$ cat src/rtl/core/utf8d_pkg.sv
// utf8d_pkg: shared types and constants for the utf-8 sequence decoder
// no dependencies; used by utf8d_out_if and every module in rtl/core

package utf8d_pkg;

	localparam int MAX_LEN   = 6;
	localparam int NUM_LANES = MAX_LEN - 1;

	localparam logic [7:0] LEAD_INVALID = 8'hFE;
	localparam logic [7:0] LEAD_LEN6    = 8'hFC;
	localparam logic [7:0] LEAD_LEN5    = 8'hF8;
	localparam logic [7:0] LEAD_LEN4    = 8'hF0;
	localparam logic [7:0] LEAD_LEN3    = 8'hE0;
	localparam logic [7:0] LEAD_LEN2    = 8'hC0;
	localparam logic [7:0] LEAD_CONT    = 8'h80;
	localparam logic [1:0] CONT_TAG     = 2'b10;

	typedef enum logic [1:0] {
		ST_OK      = 2'd0,
		ST_NO_ROOM = 2'd1,
		ST_INVALID = 2'd2
	} status_t;

	// one continuation lane: form check plus its six payload bits
	typedef struct packed {
		logic       ok;
		logic [5:0] bits;
	} lane_t;

	// lead byte decode: length, masked payload bits, bad-lead flag
	typedef struct packed {
		logic       bad;
		logic [2:0] len;
		logic [6:0] bits;
	} lead_t;

endpackage

$ cat src/rtl/core/utf8d_in_if.sv
// utf8d_in_if: valid/ready channel carrying one byte sequence word
// depends on utf8d_pkg only through its users

interface utf8d_in_if;
	logic       valid;
	logic       ready;
	logic [7:0] byte_0;
	logic [7:0] byte_1;
	logic [7:0] byte_2;
	logic [7:0] byte_3;
	logic [7:0] byte_4;
	logic [7:0] byte_5;
	logic [2:0] bytes_available;

	modport source (
		output valid, byte_0, byte_1, byte_2, byte_3, byte_4, byte_5, bytes_available,
		input  ready
	);
	modport sink (
		input  valid, byte_0, byte_1, byte_2, byte_3, byte_4, byte_5, bytes_available,
		output ready
	);
endinterface

$ cat src/rtl/core/utf8d_out_if.sv
// utf8d_out_if: valid/ready channel carrying one decode result word
// depends on utf8d_pkg for the status type

interface utf8d_out_if;
	logic               valid;
	logic               ready;
	utf8d_pkg::status_t status;
	logic [30:0]        code_point;
	logic [2:0]         consumed;

	modport source (
		output valid, status, code_point, consumed,
		input  ready
	);
	modport sink (
		input  valid, status, code_point, consumed,
		output ready
	);
endinterface

$ cat src/rtl/core/utf8d_lane.sv
// utf8d_lane: checks one continuation byte and extracts its payload bits
// depends on utf8d_pkg

module utf8d_lane (
	input  logic [7:0]       cont_byte,
	output utf8d_pkg::lane_t lane
);
	assign lane.ok   = (cont_byte[7:6] == utf8d_pkg::CONT_TAG);
	assign lane.bits = cont_byte[5:0];
endmodule

$ cat src/rtl/core/utf8d_lead.sv
// utf8d_lead: decodes the lead byte into sequence length and payload bits
// depends on utf8d_pkg

module utf8d_lead (
	input  logic [7:0]       lead_byte,
	output utf8d_pkg::lead_t lead
);
	always_comb begin
		lead = '0;
		if (lead_byte >= utf8d_pkg::LEAD_INVALID) begin
			lead.bad = 1'b1;
		end else if (lead_byte >= utf8d_pkg::LEAD_LEN6) begin
			lead.len  = 3'd6;
			lead.bits = {6'b0, lead_byte[0]};
		end else if (lead_byte >= utf8d_pkg::LEAD_LEN5) begin
			lead.len  = 3'd5;
			lead.bits = {5'b0, lead_byte[1:0]};
		end else if (lead_byte >= utf8d_pkg::LEAD_LEN4) begin
			lead.len  = 3'd4;
			lead.bits = {4'b0, lead_byte[2:0]};
		end else if (lead_byte >= utf8d_pkg::LEAD_LEN3) begin
			lead.len  = 3'd3;
			lead.bits = {3'b0, lead_byte[3:0]};
		end else if (lead_byte >= utf8d_pkg::LEAD_LEN2) begin
			lead.len  = 3'd2;
			lead.bits = {2'b0, lead_byte[4:0]};
		end else if (lead_byte >= utf8d_pkg::LEAD_CONT) begin
			// stray continuation byte in lead position
			lead.bad = 1'b1;
		end else begin
			lead.len  = 3'd1;
			lead.bits = lead_byte[6:0];
		end
	end
endmodule

$ cat src/rtl/core/utf8d_merge.sv
// utf8d_merge: combines lead decode and lane results into status and code point
// depends on utf8d_pkg

module utf8d_merge (
	input  utf8d_pkg::lead_t   lead,
	input  utf8d_pkg::lane_t   lanes [utf8d_pkg::NUM_LANES],
	input  logic [2:0]         avail,
	output utf8d_pkg::status_t status,
	output logic [30:0]        code_point,
	output logic [2:0]         consumed
);
	logic        cont_bad;
	logic [30:0] cp_full;

	always_comb begin
		cont_bad = 1'b0;
		// only bytes inside the sequence length count
		for (int i = 0; i < utf8d_pkg::NUM_LANES; i++) begin
			if (3'(i + 1) < lead.len && !lanes[i].ok)
				cont_bad = 1'b1;
		end
	end

	always_comb begin
		case (lead.len)
			3'd2:    cp_full = {20'b0, lead.bits[4:0], lanes[0].bits};
			3'd3:    cp_full = {15'b0, lead.bits[3:0], lanes[0].bits, lanes[1].bits};
			3'd4:    cp_full = {10'b0, lead.bits[2:0], lanes[0].bits, lanes[1].bits,
				lanes[2].bits};
			3'd5:    cp_full = {5'b0, lead.bits[1:0], lanes[0].bits, lanes[1].bits,
				lanes[2].bits, lanes[3].bits};
			3'd6:    cp_full = {lead.bits[0], lanes[0].bits, lanes[1].bits,
				lanes[2].bits, lanes[3].bits, lanes[4].bits};
			default: cp_full = {24'b0, lead.bits};
		endcase
	end

	always_comb begin
		status     = utf8d_pkg::ST_OK;
		code_point = cp_full;
		consumed   = lead.len;
		if (avail == 3'd0) begin
			status = utf8d_pkg::ST_NO_ROOM;
		end else if (lead.bad) begin
			status = utf8d_pkg::ST_INVALID;
		end else if (lead.len > avail) begin
			status = utf8d_pkg::ST_NO_ROOM;
		end else if (cont_bad) begin
			status = utf8d_pkg::ST_INVALID;
		end
		if (status != utf8d_pkg::ST_OK) begin
			code_point = '0;
			consumed   = '0;
		end
	end
endmodule

$ cat src/rtl/core/utf8_sequence_decoder.sv
// utf8_sequence_decoder: top level, lane pipeline for one utf-8 sequence per word
// depends on utf8d_pkg, utf8d_in_if, utf8d_out_if, utf8d_lane, utf8d_lead, utf8d_merge
//
//   channel | dir | payload
//   seq     | in  | byte_0..byte_5, bytes_available
//   res     | out | status, code_point, consumed
//
// one word per cycle sustained while res.ready is high
// stage 1 registers the lead decode and the five continuation lanes, stage 2 the merge
// arst_n clears both valid flags; payload registers are not reset
// a stalled result holds in stage 2 while stage 1 still takes a new word only if it is empty

module utf8_sequence_decoder (
	input logic         clk,
	input logic         arst_n,
	utf8d_in_if.sink    seq,
	utf8d_out_if.source res
);
	logic [7:0]        cont_byte [utf8d_pkg::NUM_LANES];
	utf8d_pkg::lane_t  lane_c [utf8d_pkg::NUM_LANES];
	utf8d_pkg::lane_t  lane_s1 [utf8d_pkg::NUM_LANES];
	utf8d_pkg::lead_t  lead_c;
	utf8d_pkg::lead_t  lead_s1;
	logic [2:0]        avail_s1;
	logic              valid_s1;
	logic              adv_s1;

	utf8d_pkg::status_t status_c;
	logic [30:0]        cp_c;
	logic [2:0]         consumed_c;
	utf8d_pkg::status_t status_s2;
	logic [30:0]        cp_s2;
	logic [2:0]         consumed_s2;
	logic               valid_s2;

	assign cont_byte[0] = seq.byte_1;
	assign cont_byte[1] = seq.byte_2;
	assign cont_byte[2] = seq.byte_3;
	assign cont_byte[3] = seq.byte_4;
	assign cont_byte[4] = seq.byte_5;

	for (genvar g = 0; g < utf8d_pkg::NUM_LANES; g++) begin : g_lane
		utf8d_lane u_lane (
			.cont_byte (cont_byte[g]),
			.lane      (lane_c[g])
		);
	end

	utf8d_lead u_lead (
		.lead_byte (seq.byte_0),
		.lead      (lead_c)
	);

	assign adv_s1    = !valid_s2 || res.ready;
	assign seq.ready = !valid_s1 || adv_s1;

	always_ff @(posedge clk or negedge arst_n) begin
		if (!arst_n) begin
			valid_s1 <= 1'b0;
		end else if (seq.ready) begin
			valid_s1 <= seq.valid;
		end
	end

	always_ff @(posedge clk) begin
		if (seq.ready && seq.valid) begin
			lane_s1  <= lane_c;
			lead_s1  <= lead_c;
			// counts above six act as six
			avail_s1 <= (seq.bytes_available > 3'd6) ? 3'd6 : seq.bytes_available;
		end
	end

	utf8d_merge u_merge (
		.lead       (lead_s1),
		.lanes      (lane_s1),
		.avail      (avail_s1),
		.status     (status_c),
		.code_point (cp_c),
		.consumed   (consumed_c)
	);

	always_ff @(posedge clk or negedge arst_n) begin
		if (!arst_n) begin
			valid_s2 <= 1'b0;
		end else if (adv_s1) begin
			valid_s2 <= valid_s1;
		end
	end

	always_ff @(posedge clk) begin
		if (adv_s1 && valid_s1) begin
			status_s2   <= status_c;
			cp_s2       <= cp_c;
			consumed_s2 <= consumed_c;
		end
	end

	assign res.valid      = valid_s2;
	assign res.status     = status_s2;
	assign res.code_point = cp_s2;
	assign res.consumed   = consumed_s2;

	a_accept_fills_s1: assert property (@(posedge clk) disable iff (!arst_n)
		seq.valid && seq.ready |=> valid_s1)
		else $error("accepted word did not reach stage 1");

	a_error_clears: assert property (@(posedge clk) disable iff (!arst_n)
		res.valid && res.status != utf8d_pkg::ST_OK |-> res.code_point == '0 && res.consumed == '0)
		else $error("error result carries nonzero payload");

	a_ok_length: assert property (@(posedge clk) disable iff (!arst_n)
		res.valid && res.status == utf8d_pkg::ST_OK |-> res.consumed != 3'd0 && res.consumed <= 3'd6)
		else $error("ok result with bad consumed count");

	a_s2_hold: assert property (@(posedge clk) disable iff (!arst_n)
		valid_s2 && !res.ready |=> valid_s2 && $stable(cp_s2))
		else $error("stalled result lost or changed");
endmodule

$ cat src/flat_wrapper.sv
// flat-port wrapper written by rule: the top's interface ports become plain ports
module utf8_sequence_decoder_flat 
  (clk, arst_n, seq_valid, seq_byte_0, seq_byte_1, seq_byte_2, seq_byte_3, seq_byte_4, seq_byte_5, seq_bytes_available, seq_ready, res_valid, res_status, res_code_point, res_consumed, res_ready);
  utf8d_in_if seq_i ();
  utf8d_out_if res_i ();
  input logic clk;
  input logic arst_n;
  input wire logic [$bits(seq_i.valid)-1:0] seq_valid;
  input wire logic [$bits(seq_i.byte_0)-1:0] seq_byte_0;
  input wire logic [$bits(seq_i.byte_1)-1:0] seq_byte_1;
  input wire logic [$bits(seq_i.byte_2)-1:0] seq_byte_2;
  input wire logic [$bits(seq_i.byte_3)-1:0] seq_byte_3;
  input wire logic [$bits(seq_i.byte_4)-1:0] seq_byte_4;
  input wire logic [$bits(seq_i.byte_5)-1:0] seq_byte_5;
  input wire logic [$bits(seq_i.bytes_available)-1:0] seq_bytes_available;
  output wire logic [$bits(seq_i.ready)-1:0] seq_ready;
  output wire logic [$bits(res_i.valid)-1:0] res_valid;
  output wire logic [$bits(res_i.status)-1:0] res_status;
  output wire logic [$bits(res_i.code_point)-1:0] res_code_point;
  output wire logic [$bits(res_i.consumed)-1:0] res_consumed;
  input wire logic [$bits(res_i.ready)-1:0] res_ready;
  assign seq_i.valid = seq_valid;
  assign seq_i.byte_0 = seq_byte_0;
  assign seq_i.byte_1 = seq_byte_1;
  assign seq_i.byte_2 = seq_byte_2;
  assign seq_i.byte_3 = seq_byte_3;
  assign seq_i.byte_4 = seq_byte_4;
  assign seq_i.byte_5 = seq_byte_5;
  assign seq_i.bytes_available = seq_bytes_available;
  assign seq_ready = seq_i.ready;
  assign res_valid = res_i.valid;
  assign res_status = res_i.status;
  assign res_code_point = res_i.code_point;
  assign res_consumed = res_i.consumed;
  assign res_i.ready = res_ready;
  utf8_sequence_decoder u_core (.clk(clk), .arst_n(arst_n), .seq(seq_i), .res(res_i));
endmodule
$ cat config.mk
export PLATFORM = sky130hd
export DESIGN_NAME = utf8_sequence_decoder_flat
export DESIGN_NICKNAME = d
export VERILOG_FILES = /design/src/rtl/core/utf8d_pkg.sv /design/src/rtl/core/utf8d_in_if.sv /design/src/rtl/core/utf8d_out_if.sv /design/src/rtl/core/utf8d_lane.sv /design/src/rtl/core/utf8d_lead.sv /design/src/rtl/core/utf8d_merge.sv /design/src/rtl/core/utf8_sequence_decoder.sv /design/src/flat_wrapper.sv
export SDC_FILE = /design/constraint.sdc
export NUM_CORES = 1
export LEC_CHECK = 0
export BUFFER_PORTS_ARGS = -buffer_cell sky130_fd_sc_hd__buf_4
export CAP_MARGIN = 10
export CORE_ASPECT_RATIO = 1.5
export CORE_MARGIN = 5
export CORE_UTILIZATION = 55
export CTS_CLUSTER_DIAMETER = 60
export DETAILED_ROUTE_END_ITERATION = 10
export GPL_ROUTABILITY_DRIVEN = 0
export PLACE_DENSITY = 0.86
export SLEW_MARGIN = 20
export SYNTH_ARGS = -nofsm -noshare
export SYNTH_HDL_FRONTEND = slang
export SYNTH_SLANG_ARGS = --single-unit
$ cat constraint.sdc
create_clock -name clk -period 6 [get_ports clk]
set_clock_uncertainty 0.05 [all_clocks]
set_input_delay 0.3 -clock clk [delete_from_list [all_inputs] [get_ports clk]]
set_output_delay 0.3 -clock clk [all_outputs]
set_load 0.05 [all_outputs]
==> impl_metrics.toml <==
[synthesis]
yosys-top-cells-count = "edfxtp_1 (85), nor2_1 (23), nor3_2 (19), a21oi_1 (16), nand2_1 (16)"
synth_nets = 371
netlist_top_cells_area = "edfxtp_1 (62%), nor3_2 (4.6%), mux2i_1 (3.6%)"
postSynthAreaPerCell_um2 = 13.2
synth-main-ff-cell = "edfxtp_1"
ys_async_sr_fraction = 0.0230
synth_top_area_cell = "edfxtp_1"
yosysWarnings = 0
synth_top_area_frac = 0.617
synth_edf_count = 85
synth_area_um2 = 4140
ys_ff_latch = 87
postSynthCellCount = 313
ys_seq_area_frac = 0.629
yosysMostFrequentCell = "edfxtp_1"
ys_types = 51

[finish]
fin_area_um2 = 5100
drive_gt1_frac = 0.343
nFillCells = 515
insertedDiodeCount = 0
area_growth_syn_to_layout_pct = 23.1
nNetsFinal = 459

[sta]
hold_viol_final = 0
fin_hold_ws_ps = 62.8
worst_pin_slew_ps = 910
report.final.slew_viol_count = 0
rsz0062_at_grt = "false"
final.setup.tns_ps = 0
finalSetupViolations = 0
layout_min_cycle_time_ps = 2660
min_period_over_period = 0.443
maxSlewHeadroom = 0.392
max_freq_mhz = 377

[grt]
grt_antenna_before_repair = 0
grt_max_degree = 50
grt_pass1_wl_um = 13700
overflow = 0
grt_usage = 0.193
grt_pass1_vias = 2794

[clocking]
cts-buffers-inserted = 9
cts_root_buf = "clkbuf_8"
cts_tree = "yes"
htreeDepth = 3
clkSlewWorstSetupHoldPaths_ps = 80
cts_sinks = 87
clock_latency_ps = 350
cts_resized = 0
cts_buffer_depth = 2

[power_and_ir_drop]
power_mw = 1.42
p_leak_nw = 1.92
power_density_nw_per_um2 = 279
peakVddDrop_uv = 196

[routing]
drc_errors = 0
drtPass1Iterations = 5
ant_nets = 0
drtIter0Drc = 354
routedWlPerCell_um = 16.8
drt_wl_total_um = 8460
vias = 2862
viasPerCell = 5.67

[place]
port_buffers = 92
post_dp_cell_area_um2 = 4880
post-dp-hpwl_um = 6130

[critical_path]
crit_path_cell_trace = "buf_4 > inv_1 > ha_1 > nand3_1 > o21ai_0 > o31ai_4 > buf_4 > nor3_1"
worst_ep_required_time_ps = 6040
crit_fanout = 38
path_delay_family = "buffers and inverters"
startpoint_type = "register"
worstReg2RegStart = "u_core.lead_s1[7]$_SDFFCE_PP0P_"
critPathSlowestCell = "buf_4"
slowest_delay_ps = 430
worstPathArrival_ps = 2690
critPathCaptureType = "register"
crit_buf_inv = 3
startpoint = "u_core.lead_s1[7]$_SDFFCE_PP0P_"
critical_path.most_common_cell = "buf_4"
crit_type = "reg2reg"

[floorplanning]
die_h_um = 116
dieArea_um2 = 9400
rows = 38
die_x_um = 80.8
io_pins = 93
initial_core_util = 0.569
core_um2 = 7270

[hold_path]
hold_class = "in2reg"
min_from = "seq_byte_5[0]"

[outcome]
status = "completed"

[flow_run]
cap_violations = 0
## placed cells by master, fill, tap and decap left out, types with 2 or more instances in the layout
master      n
and3_1      3
a22o_1      4
buf_4      96
nor2_1     23
o21ai_0     7
bufinv_16   2
nor3_1      7
nand3_1     7
clkbuf_8    9
a21o_1      3
o31a_1      3
a222oi_1    8
mux2i_1    15
nand3b_1    2
o22ai_1     5
a21boi_0    2
o22a_1      2
and2_1      2
nor3_2     19
nor4b_1     3
nor2b_1    10
nand2b_1    7
dfrtp_1     2
a21oi_1    16
clkinv_2    2
nand2_1    16
inv_1       8
ha_1        3
edfxtp_1   85
nor4_1      6
a22oi_1     5
## cell families (layout without fill, tap and decap cells)
family / Yosys count / count (layout) / share of synthesized area
simple gates: 113 / 113 / 0.168
mux: 16 / 16 / 0.0390
fa+ha+maj: 3 / 3 / 0.00907
buf+inv: 28 / 120 / 0.0344
compound gates: 66 / 66 / 0.121
flops: 87 / 87 / 0.629
## flip-flops by register name, indices dropped and copies added (netlist names)
name and count:
u_core.lead_s1 11, u_core.valid_s1 1, u_core.res.status 2, u_core.lane_s1 35, u_core.res.code_point 31, u_core.avail_s1 3, u_core.res.consumed 3, u_core.res.valid 1
## what timing repair did
item,CTS,global route
buffers inserted,0,0
hold endpoints to repair,2,0
hold buffers,1,0
## final timing paths
kind / endpoint / slack (ps) / cells past startpoint
min reg2reg: u_core.res.valid$_DFFE_PN0P_ / 450 / 1
max: u_core.res.code_point[17]$_SDFFCE_PP0P_ / 3340 / 8
min in group asynchronous: u_core.res.valid$_DFFE_PN0P_ / 220 / 2
min: u_core.lane_s1[0]$_DFFE_PP_ / 60 / 1
max in group asynchronous: u_core.valid_s1$_DFFE_PN0N_ / 5590 / 2
max reg2reg: u_core.res.code_point[17]$_SDFFCE_PP0P_ / 3340 / 8
## worst reg2reg max path, stage by stage, from the launching register on
cell      delay, ps
edfxtp_1        320
buf_4           360
inv_1           300
ha_1            350
nand3_1          70
o21ai_0         150
o31ai_4         200
buf_4           430
nor3_1          160
## power by group
| part | switching, mW | leakage (nW) | total [mW] | internal [mW] |
|---|---|---|---|---|
| combinational | 0.169 | 0.958 | 0.260 | 0.0915 |
| clock | 0.187 | 0.104 | 0.417 | 0.229 |
| sequential | 0.0273 | 0.858 | 0.745 | 0.718 |
| total | 0.383 | 1.92 | 1.42 | 1.04 |
## metrics by stage
stage,util,std cells,setup slack (ps)
finish,0.701,505,3340
global route,0.701,505,3150
CTS,0.700,505,3370
detailed placement,0.671,489,3380
global placement,0.671,489,3500
floorplan,-,313,3170
## layout make-up
class	count	area [um^2]	share of cell area
Inverter	8	30.0	0.00589
Multi-Input combinational cell	198	1410	0.276
Sequential cell	87	2600	0.511
Clock buffer	10	128	0.0250
Tap cell	100	125	0.0246
Timing Repair Buffer	97	731	0.143
Clock inverter	5	73.8	0.0145
## per-layer routing
layer / vias to the layer above / global-route usage / share of wire
li1: 1381 / - / -
met1: 1330 / 0.231 / 0.37
met2: 130 / 0.325 / 0.53
met3: 21 / 0.0417 / 0.066
met4: 0 / 0.100 / 0.030
met5: - / 0 / 0
Power figures use the tool's default switching activity.
